File: src/design/lcdt_pkg.sv
// Shared types, constants and helpers for the LCD mode timing controller.
package lcdt_pkg;

  // Default sizes
  localparam int SPRITE_SLOTS_DEF     = 40;
  localparam int SPRITES_PER_LINE_DEF = 10;

  // Item codes
  localparam logic OP_ADVANCE = 1'b0;
  localparam logic OP_WRITE   = 1'b1;

  // Display modes
  localparam logic [1:0] MODE_HBLANK = 2'd0;
  localparam logic [1:0] MODE_VBLANK = 2'd1;
  localparam logic [1:0] MODE_OAM    = 2'd2;
  localparam logic [1:0] MODE_DRAW   = 2'd3;

  // Register indexes
  localparam logic [2:0] REG_LCD_CONTROL  = 3'd0;
  localparam logic [2:0] REG_STAT_ENABLES = 3'd1;
  localparam logic [2:0] REG_COMPARE_LINE = 3'd2;
  localparam logic [2:0] REG_SCROLL_X     = 3'd3;
  localparam logic [2:0] REG_WINDOW_Y     = 3'd4;
  localparam logic [2:0] REG_WINDOW_X     = 3'd5;

  // Timing constants
  localparam logic [9:0] LINE_DOTS   = 10'd456;
  localparam logic [9:0] SCAN_DOTS   = 10'd80;
  localparam logic [9:0] HBLANK_BASE = 10'd376;  // line length less scan
  localparam logic [9:0] DOT_MAX     = 10'd1023;
  localparam logic [8:0] DRAW_BASE   = 9'd172;
  localparam logic [9:0] DRAW_MAX    = 10'd289;
  localparam logic [7:0] VBLANK_LINE = 8'd144;
  localparam logic [7:0] LAST_LINE   = 8'd153;
  localparam logic [7:0] WX_LIMIT    = 8'd166;
  localparam logic [8:0] Y_OFFSET    = 9'd16;
  localparam logic [8:0] SHORT_H     = 9'd8;
  localparam logic [8:0] TALL_H      = 9'd16;

  localparam logic [7:0] LCDC_RESET = 8'd145;

  // Input transaction
  typedef struct packed {
    logic       operation;
    logic [6:0] dots;
    logic [5:0] sprite_index;
    logic [7:0] sprite_y;
  } lcdt_in_t;

  // Result transaction
  typedef struct packed {
    logic [7:0] line;
    logic [1:0] mode;
    logic       coincidence;
    logic       stat_request;
    logic       frame_done;
    logic [8:0] draw_length;
  } lcdt_out_t;

  // Sprite store write port
  typedef struct packed {
    logic       en;
    logic [5:0] index;
    logic [7:0] data;
  } lcdt_wr_t;

  // Sprite scan request
  typedef struct packed {
    logic       start;
    logic [7:0] line;
    logic       tall;
    logic       enable;
  } lcdt_scan_t;

  // STAT request for a mode and match flag under the enables
  function automatic logic stat_check(logic [3:0] en, logic [1:0] mode, logic match);
    logic r;
    r = (en[0] && mode == MODE_HBLANK) ||
        (en[1] && mode == MODE_VBLANK) ||
        (en[2] && mode == MODE_OAM)    ||
        (en[3] && match);
    return r;
  endfunction

endpackage

File: src/design/lcd_mode_timing_controller.sv
// Top level of the LCD mode timing controller: registers, mode sequencer, result register.
//
// Each input transaction yields one result. A sprite write and most advance items
// produce their result in the cycle after acceptance. The advance that ends OAM scan
// walks the sprite Y memory through its single read port, one slot per cycle, and
// its result appears once that walk is done; no new item is taken while it runs.
// A new item is taken once the previous result has gone or is leaving. Configuration
// writes are registered and are meant for idle periods.
module lcd_mode_timing_controller #(
  parameter int SPRITE_SLOTS     = lcdt_pkg::SPRITE_SLOTS_DEF,
  parameter int SPRITES_PER_LINE = lcdt_pkg::SPRITES_PER_LINE_DEF
) (
  input  logic                clk,
  input  logic                rst,
  input  logic                cfg_we,
  input  logic [2:0]          cfg_index,
  input  logic [7:0]          cfg_data,
  input  logic                in_valid,
  output logic                in_ready,
  input  lcdt_pkg::lcdt_in_t  in_data,
  output logic                out_valid,
  input  logic                out_ready,
  output lcdt_pkg::lcdt_out_t out_data
);

  import lcdt_pkg::*;

  localparam int CW = $clog2(SPRITES_PER_LINE + 1);

  localparam logic ST_IDLE = 1'b0;
  localparam logic ST_SCAN = 1'b1;

  logic [7:0] lcd_control;
  logic [3:0] stat_enables;
  logic [7:0] compare_line;
  logic [7:0] scroll_x;
  logic [7:0] window_y;
  logic [7:0] window_x;

  logic       st;
  logic [1:0] mode;
  logic [7:0] line;
  logic [9:0] dot_cnt;
  logic [8:0] draw_dots;
  logic       match;

  logic       accept;
  logic [10:0] sum;
  logic [9:0] cnt_sat;
  logic [9:0] hb;
  logic [7:0] line_inc;
  logic       m;
  logic [1:0] mode_next;
  logic [7:0] line_next;
  logic       match_next;
  logic [9:0] cnt_next;
  logic       req;
  logic       frame;
  logic       scan_go;

  lcdt_wr_t   wr;
  lcdt_scan_t scan;
  logic       scan_done;
  logic [CW-1:0] scan_count;
  logic [9:0] six_n;
  logic       win;
  logic [9:0] dlen_sum;
  logic [8:0] dlen;

  assign in_ready = (st == ST_IDLE) && (!out_valid || out_ready);
  assign accept   = in_valid && in_ready;

  // Store sprite bytes on write transactions
  assign wr.en    = accept && (in_data.operation == OP_WRITE);
  assign wr.index = in_data.sprite_index;
  assign wr.data  = in_data.sprite_y;

  assign scan.start  = accept && scan_go;
  assign scan.line   = line;
  assign scan.tall   = lcd_control[2];
  assign scan.enable = lcd_control[1];

  lcdt_sprite_store #(
    .SPRITE_SLOTS    (SPRITE_SLOTS),
    .SPRITES_PER_LINE(SPRITES_PER_LINE)
  ) u_store (
    .clk  (clk),
    .rst  (rst),
    .wr   (wr),
    .scan (scan),
    .done (scan_done),
    .count(scan_count)
  );

  // Configuration registers
  always_ff @(posedge clk) begin
    if (rst) begin
      lcd_control  <= LCDC_RESET;
      stat_enables <= '0;
      compare_line <= '0;
      scroll_x     <= '0;
      window_y     <= '0;
      window_x     <= '0;
    end else if (cfg_we) begin
      case (cfg_index)
        REG_LCD_CONTROL:  lcd_control  <= cfg_data;
        REG_STAT_ENABLES: stat_enables <= cfg_data[3:0];
        REG_COMPARE_LINE: compare_line <= cfg_data;
        REG_SCROLL_X:     scroll_x     <= cfg_data;
        REG_WINDOW_Y:     window_y     <= cfg_data;
        REG_WINDOW_X:     window_x     <= cfg_data;
        default: ;
      endcase
    end
  end

  // Advance the dot counter and work out at most one transition
  always_comb begin
    sum        = {1'b0, dot_cnt} + 11'(in_data.dots);
    cnt_sat    = (sum > {1'b0, DOT_MAX}) ? DOT_MAX : sum[9:0];
    hb         = HBLANK_BASE - {1'b0, draw_dots};
    line_inc   = line + 8'd1;
    m          = (line_inc == compare_line);
    mode_next  = mode;
    line_next  = line;
    match_next = match;
    cnt_next   = dot_cnt;
    req        = 1'b0;
    frame      = 1'b0;
    scan_go    = 1'b0;
    if (in_data.operation == OP_ADVANCE && lcd_control[7]) begin
      cnt_next = cnt_sat;
      case (mode)
        MODE_OAM: begin
          if (cnt_sat >= SCAN_DOTS) begin
            cnt_next = cnt_sat - SCAN_DOTS;
            scan_go  = 1'b1;
          end
        end
        MODE_DRAW: begin
          if (cnt_sat >= {1'b0, draw_dots}) begin
            cnt_next  = cnt_sat - {1'b0, draw_dots};
            mode_next = MODE_HBLANK;
            req       = stat_check(stat_enables, MODE_HBLANK, match);
          end
        end
        MODE_HBLANK: begin
          if (cnt_sat >= hb) begin
            cnt_next   = cnt_sat - hb;
            line_next  = line_inc;
            match_next = m;
            req        = m && stat_check(stat_enables, mode, 1'b1);
            if (line_inc == VBLANK_LINE) begin
              mode_next = MODE_VBLANK;
              frame     = 1'b1;
              req       = req || stat_check(stat_enables, MODE_VBLANK, m);
            end else begin
              mode_next = MODE_OAM;
              req       = req || stat_check(stat_enables, MODE_OAM, m);
            end
          end
        end
        default: begin
          if (cnt_sat >= LINE_DOTS) begin
            cnt_next   = cnt_sat - LINE_DOTS;
            line_next  = line_inc;
            match_next = m;
            req        = m && stat_check(stat_enables, mode, 1'b1);
            if (line_inc > LAST_LINE) begin
              line_next = '0;
              mode_next = MODE_OAM;
              req       = req || stat_check(stat_enables, MODE_OAM, m);
            end
          end
        end
      endcase
    end
  end

  // Drawing length from the sprite count, fine scroll and window
  always_comb begin
    six_n    = (10'(scan_count) << 2) + (10'(scan_count) << 1);
    win      = lcd_control[5] && lcd_control[0] && (line >= window_y) &&
               (window_x <= WX_LIMIT);
    dlen_sum = {1'b0, DRAW_BASE} + {7'd0, scroll_x[2:0]} + six_n +
               (win ? 10'd6 : 10'd0);
    dlen     = (dlen_sum > DRAW_MAX) ? DRAW_MAX[8:0] : dlen_sum[8:0];
  end

  // Sequencer state and result register
  always_ff @(posedge clk) begin
    if (rst) begin
      st        <= ST_IDLE;
      mode      <= MODE_OAM;
      line      <= '0;
      dot_cnt   <= '0;
      draw_dots <= DRAW_BASE;
      match     <= 1'b0;
      out_valid <= 1'b0;
    end else begin
      case (st)
        ST_IDLE: begin
          if (accept) begin
            mode    <= mode_next;
            line    <= line_next;
            match   <= match_next;
            dot_cnt <= cnt_next;
            if (scan_go) begin
              st <= ST_SCAN;
            end
          end
        end
        default: begin
          if (scan_done) begin
            st        <= ST_IDLE;
            mode      <= MODE_DRAW;
            draw_dots <= dlen;
          end
        end
      endcase
      // Raise the result on completion, drop it once taken
      if ((st == ST_IDLE && accept && !scan_go) || (st == ST_SCAN && scan_done)) begin
        out_valid <= 1'b1;
      end else if (out_ready) begin
        out_valid <= 1'b0;
      end
    end
  end

  // Result payload
  always_ff @(posedge clk) begin
    if (st == ST_IDLE && accept && !scan_go) begin
      out_data.line         <= line_next;
      out_data.mode         <= mode_next;
      out_data.coincidence  <= match_next;
      out_data.stat_request <= req;
      out_data.frame_done   <= frame;
      out_data.draw_length  <= draw_dots;
    end else if (st == ST_SCAN && scan_done) begin
      out_data.line         <= line;
      out_data.mode         <= MODE_DRAW;
      out_data.coincidence  <= match;
      out_data.stat_request <= stat_check(stat_enables, MODE_DRAW, match);
      out_data.frame_done   <= 1'b0;
      out_data.draw_length  <= dlen;
    end
  end

endmodule

File: src/design/lcdt_ram.sv
// Generic single-port-write, single-port-read RAM with registered read.
module lcdt_ram #(
  parameter int WIDTH = 8,
  parameter int DEPTH = 40,
  localparam int AW = (DEPTH > 1) ? $clog2(DEPTH) : 1
) (
  input  logic             clk,
  input  logic             we,
  input  logic [AW-1:0]    waddr,
  input  logic [WIDTH-1:0] wdata,
  input  logic             re,
  input  logic [AW-1:0]    raddr,
  output logic [WIDTH-1:0] rdata
);

  logic [WIDTH-1:0] mem [DEPTH];

  // Write port
  always_ff @(posedge clk) begin
    if (we) begin
      mem[waddr] <= wdata;
    end
  end

  // Registered read port
  always_ff @(posedge clk) begin
    if (re) begin
      rdata <= mem[raddr];
    end
  end

endmodule

File: src/design/lcdt_sprite_store.sv
// Sprite Y store and the sequential scan that counts sprites covering a line.
module lcdt_sprite_store #(
  parameter int SPRITE_SLOTS     = lcdt_pkg::SPRITE_SLOTS_DEF,
  parameter int SPRITES_PER_LINE = lcdt_pkg::SPRITES_PER_LINE_DEF,
  localparam int CW = $clog2(SPRITES_PER_LINE + 1)
) (
  input  logic                clk,
  input  logic                rst,
  input  lcdt_pkg::lcdt_wr_t  wr,
  input  lcdt_pkg::lcdt_scan_t scan,
  output logic                done,
  output logic [CW-1:0]       count
);

  import lcdt_pkg::*;

  localparam int AW = (SPRITE_SLOTS > 1) ? $clog2(SPRITE_SLOTS) : 1;
  localparam logic [AW-1:0] LAST_SLOT = AW'(SPRITE_SLOTS - 1);
  localparam logic [CW-1:0] COUNT_MAX = CW'(SPRITES_PER_LINE);

  logic [SPRITE_SLOTS-1:0] valid;
  logic                    wr_ok;
  logic [AW-1:0]           wr_addr;
  logic [AW-1:0]           rd_ptr;
  logic                    issuing;
  logic                    pend;
  logic                    last_pend;
  logic                    vld_q;
  logic [7:0]              rdata;
  logic [8:0]              ly16;
  logic                    tall;
  logic                    enable;
  logic [8:0]              s;
  logic [8:0]              h;
  logic                    hit;

  assign wr_ok   = wr.en && ({1'b0, wr.index} < 7'(SPRITE_SLOTS));
  assign wr_addr = AW'(wr.index);

  lcdt_ram #(.WIDTH(8), .DEPTH(SPRITE_SLOTS)) u_ram (
    .clk  (clk),
    .we   (wr_ok),
    .waddr(wr_addr),
    .wdata(wr.data),
    .re   (issuing),
    .raddr(rd_ptr),
    .rdata(rdata)
  );

  // Mark written slots; an unwritten slot reads as zero
  always_ff @(posedge clk) begin
    if (rst) begin
      valid <= '0;
    end else if (wr_ok) begin
      valid[wr_addr] <= 1'b1;
    end
  end

  // Walk the slots one read per cycle
  always_ff @(posedge clk) begin
    if (rst) begin
      issuing   <= 1'b0;
      pend      <= 1'b0;
      last_pend <= 1'b0;
      done      <= 1'b0;
      rd_ptr    <= '0;
      count     <= '0;
    end else begin
      pend      <= issuing;
      last_pend <= issuing && (rd_ptr == LAST_SLOT);
      done      <= pend && last_pend;
      if (scan.start) begin
        issuing <= 1'b1;
        rd_ptr  <= '0;
        count   <= '0;
      end else begin
        if (issuing) begin
          if (rd_ptr == LAST_SLOT) begin
            issuing <= 1'b0;
          end else begin
            rd_ptr <= rd_ptr + 1'b1;
          end
        end
        if (pend && hit && enable && count < COUNT_MAX) begin
          count <= count + 1'b1;
        end
      end
    end
  end

  // Capture scan context and the valid bit alongside the read
  always_ff @(posedge clk) begin
    if (scan.start) begin
      ly16   <= {1'b0, scan.line} + Y_OFFSET;
      tall   <= scan.tall;
      enable <= scan.enable;
    end
    if (issuing) begin
      vld_q <= valid[rd_ptr];
    end
  end

  // Coverage test for the slot just read
  always_comb begin
    s   = vld_q ? {1'b0, rdata} : 9'd0;
    h   = tall ? TALL_H : SHORT_H;
    hit = (ly16 >= s) && (ly16 < s + h);
  end

endmodule

File: config.mk
export PLATFORM = sky130hd
export DESIGN_NAME = lcd_mode_timing_controller
export DESIGN_NICKNAME = d
export VERILOG_FILES = /design/src/design/lcdt_pkg.sv /design/src/design/lcd_mode_timing_controller.sv /design/src/design/lcdt_ram.sv /design/src/design/lcdt_sprite_store.sv
export SDC_FILE = /design/constraint.sdc
export NUM_CORES = 1
export LEC_CHECK = 0
export BUFFER_PORTS_ARGS = -buffer_cell sky130_fd_sc_hd__buf_2
export CAP_MARGIN = 40
export CORE_ASPECT_RATIO = 0.7
export CORE_MARGIN = 1
export CORE_UTILIZATION = 57
export CTS_CLUSTER_DIAMETER = 150
export CTS_CLUSTER_SIZE = 28
export DETAILED_ROUTE_END_ITERATION = 8
export PLACE_DENSITY_LB_ADDON = 0.15
export SETUP_SLACK_MARGIN = 0.3
export SYNTH_ARGS = -nofsm -noshare
export SYNTH_HDL_FRONTEND = slang
export SYNTH_SLANG_ARGS = --single-unit
File: constraint.sdc
create_clock -name clk -period 5.4 [get_ports clk]
set_input_delay 0.81 -clock clk [delete_from_list [all_inputs] [get_ports clk]]
set_output_delay 0.81 -clock clk [all_outputs]
set_load 0.05 [all_outputs]
==> metrics.yaml <==
cts_sinks: 484
dp_hpwl_um: 41020
fin_cells: 2333
design.die.area_sq_um: 40490
netlist_top_cells_area: "edfxtp_1 (48%), dfxtp_1 (11%), mux4_2 (11%)"
synth_top_area_share_pct: 48.07
hold_class: "reg2reg"
hold_viol_final: 0
cap_violations: 0
cp-start-kind: "register"
finalCritPeriodShare_pct: 91.48
cts_hold_buf: 0
dp_cells: 2290
cp.arrival_ns: 5.29
synth_top_cell_by_area: "edfxtp_1"
grt_pass1_wl_um: 87170
diodes: 0
clockBufferDepth: 3
peakVddDrop_uv: 246.1
fill_cells: 2932
setup_tns_ns: 0
power.density_nw_per_um2: 297.2
syn_to_final_growth_pct: 9.589
drtIter0Drc: 1692
die-height_um: 168.6
cp_max_fo: 7
routed_wirelength_um: 57540
drive_above_1_share_pct: 19.21
io_pins: 62
cp.required_ns: 5.75
grt_use_met3_pct: 5.528
remaining_drc_errors: 0
grt_util_all_layers_pct: 28.80
period_minus_slack_ns: 4.940
synthDistinctLibCells: 91
tritoncts: "yes"
worstHoldPathCells: 0
synth-main-ff-cell: "edfxtp_1"
slew_viol_final: 0
clk_pin_slew_worst_paths_ns: 0.12
h-tree-depth: 1
grtUsageMet1_pct: 47.21
fin_worst_skew_ns: 0.05341
path_class: "reg2reg"
slew_headroom_pct: 34.61
place_congestion: 0.9182
grt_overflow: 0
synth_nets: 1801
power.total_mw: 7.364
antenna_found_initial: 0
nNetsFinal: 1902
outcome: "completed"
viasPerCell: 6.420
insertion_delay_ns: 0.60
cpMaxStageDelayCell: "fa_1"
root_buffer: "clkbuf_16"
netlist_instances: 1690
ys_seq_area_share_pct: 58.87
wl_per_cell_um: 24.66
end_kind: "register"
avgSynthCellArea_sq_um: 13.38
start_util_pct: 58.38
async_flop_share_pct: 0
vias: 14980
setup-violations-final: 0
grt_pass1_vias: 14240
firstDrtPassIters: 5
worst_pin_slew_ns: 0.9787
ant_nets: 0
grt_busiest_layer: "met1"
cts_made_buffers: 21
syn_area_sq_um: 22610
rsz0062_at_grt: "true"
grtUsageMet2_pct: 40.31
die_width_um: 240.1
cp_num_cells: 26
ff2ff_path_depth: 26
synth_edf_count: 362
port_buffers: 61
row_count: 60
cpPeakStageDelay_ns: 0.54
worst-path-buf-inv: 4
grt_max_degree: 57
crit_family: "adder cells"
core_area_sq_um: 38740
leakagePower_nw: 8.437
max_freq_mhz: 202.4
yosysWarnings: 0
synth-seq-cells: 484
-- cells in the final DEF, fill, tap and decap left out, types with 12 or more instances in the layout --
cell,netlist,layout
a31oi_1,15,15
nand4_1,16,16
nand2_1,142,142
nor2_1,123,122
buf_2,8,62
o21ai_1,11,13
nor3_1,25,25
xnor2_1,33,33
clkbuf_1,57,15
a21o_1,14,14
o21ai_0,40,38
nor2b_1,24,23
mux4_2,108,108
o21a_1,45,45
a21oi_1,100,96
edfxtp_1,362,362
clkbuf_16,0,21
xor2_1,20,19
inv_1,57,54
mux2i_1,25,25
buf_4,0,89
a211oi_1,18,17
nand2b_1,13,12
nand3_1,41,40
dfxtp_1,122,118
ha_1,66,63
-- kinds of logic (layout without fill, tap and decap cells) --
| logic type | count (synthesis) | after routing | synth area share (%) |
|---|---|---|---|
| XOR/XNOR | 53 | 53 | 2.053 |
| buffers and inverters | 138 | 254 | 2.379 |
| flip-flops | 484 | 484 | 58.87 |
| AO/OA/AOI/OAI | 340 | 340 | 10.25 |
| adder cells (fa/ha/maj) | 78 | 78 | 4.493 |
| multiplexers | 137 | 137 | 12.07 |
| AND/OR/NAND/NOR | 460 | 460 | 9.877 |
-- layer usage --
metal	share of wire [%]	vias to the layer above
li1	-	6663
met4	1.4	0
met2	42	644
met5	0	-
met1	47	7620
met3	9.8	52
-- cell usage after synthesis (all sizes together), types with 6 or more instances --
master     n
a21o      14
nand3     41
inv       61
nor2     123
a211oi    19
and2       7
nand2    142
o31ai     11
buf       19
mux4     108
and3      11
or4        7
xnor2     33
o211ai     9
clkbuf    57
nor4      11
a21oi    105
ha        66
dfxtp    122
o2111ai    6
nor3      27
nand3b    10
nor2b     24
mux2i     26
fa         7
or2        6
a31oi     15
edfxtp   362
o21ai     53
xor2      20
nand4     16
or3        7
o21a      45
nand2b    13
-- state kept, by name, indices dropped and copies added, names as in the netlist, 9 cells and up --
signal             cells
dot_cnt               10
draw_dots              9
out_data              22
u_store.ly16           9
u_store.u_ram.mem    320
u_store.valid         40
-- final timing paths --
path,from,slack [ns],end
worst min register to register,lcd_control[2]$_SDFFE_PP0P_,0.46,u_store.tall$_DFFE_PP_
worst max-delay path,line[0]$_SDFFE_PP0P_,0.46,out_data[0]$_DFFE_PP_
worst max register to register,line[0]$_SDFFE_PP0P_,0.46,out_data[0]$_DFFE_PP_
worst min-delay path,lcd_control[2]$_SDFFE_PP0P_,0.46,u_store.tall$_DFFE_PP_
-- per-stage QoR --
stage	hold slack [ns]	worst slack (ns)	util, %	cell area, sq um
floorplan	0.4081	0.3684	-	22630
global placement	0.4262	0.1158	61.22	23720
detailed placement	0.4203	0.03017	61.93	23990
CTS	0.4595	0.2939	63.56	24620
global route	0.4812	0.2217	63.97	24780
finish	0.4586	0.4600	63.97	24780
-- worst register-to-register path: cells and delay by family, from the launching register on --
family | cells | cell delay, ns
adder cells (fa/ha/maj) | 6 | 1.73
AO/OA/AOI/OAI | 9 | 1.33
AND/OR/NAND/NOR | 7 | 1.00
flip-flops | 1 | 0.35
buffers and inverters | 4 | 0.33
-- timing repair --
| item | 4_1_cts | 5_1_grt |
|---|---|---|
| pin swaps | 3 | 15 |
| hold endpoints to repair | 0 | 0 |
| setup buffers | 1 | 2 |
| endpoints found under the setup margin | 12 | 12 |
| gates resized for setup | 4 | 28 |
-- report_power, final --
group | switching [mW] | internal, mW
Clock | 1.15 | 0.761
Combinational | 0.829 | 0.491
Sequential | 0.0756 | 4.06
Total | 2.05 | 5.31
-- cell type report --
| class | count | area [sq um] | share of cell area (%) |
|---|---|---|---|
| flip-flops and latches | 484 | 13320 | 53.76 |
| multi-input cells | 1068 | 8916 | 35.98 |
| repair buffers | 154 | 1037 | 4.186 |
| well taps | 527 | 659.4 | 2.661 |
| clock buffers | 36 | 581.8 | 2.348 |
| inverters | 62 | 235.2 | 0.9492 |
| clock inverters | 2 | 28.78 | 0.1161 |
Power figures use the tool's default switching activity.
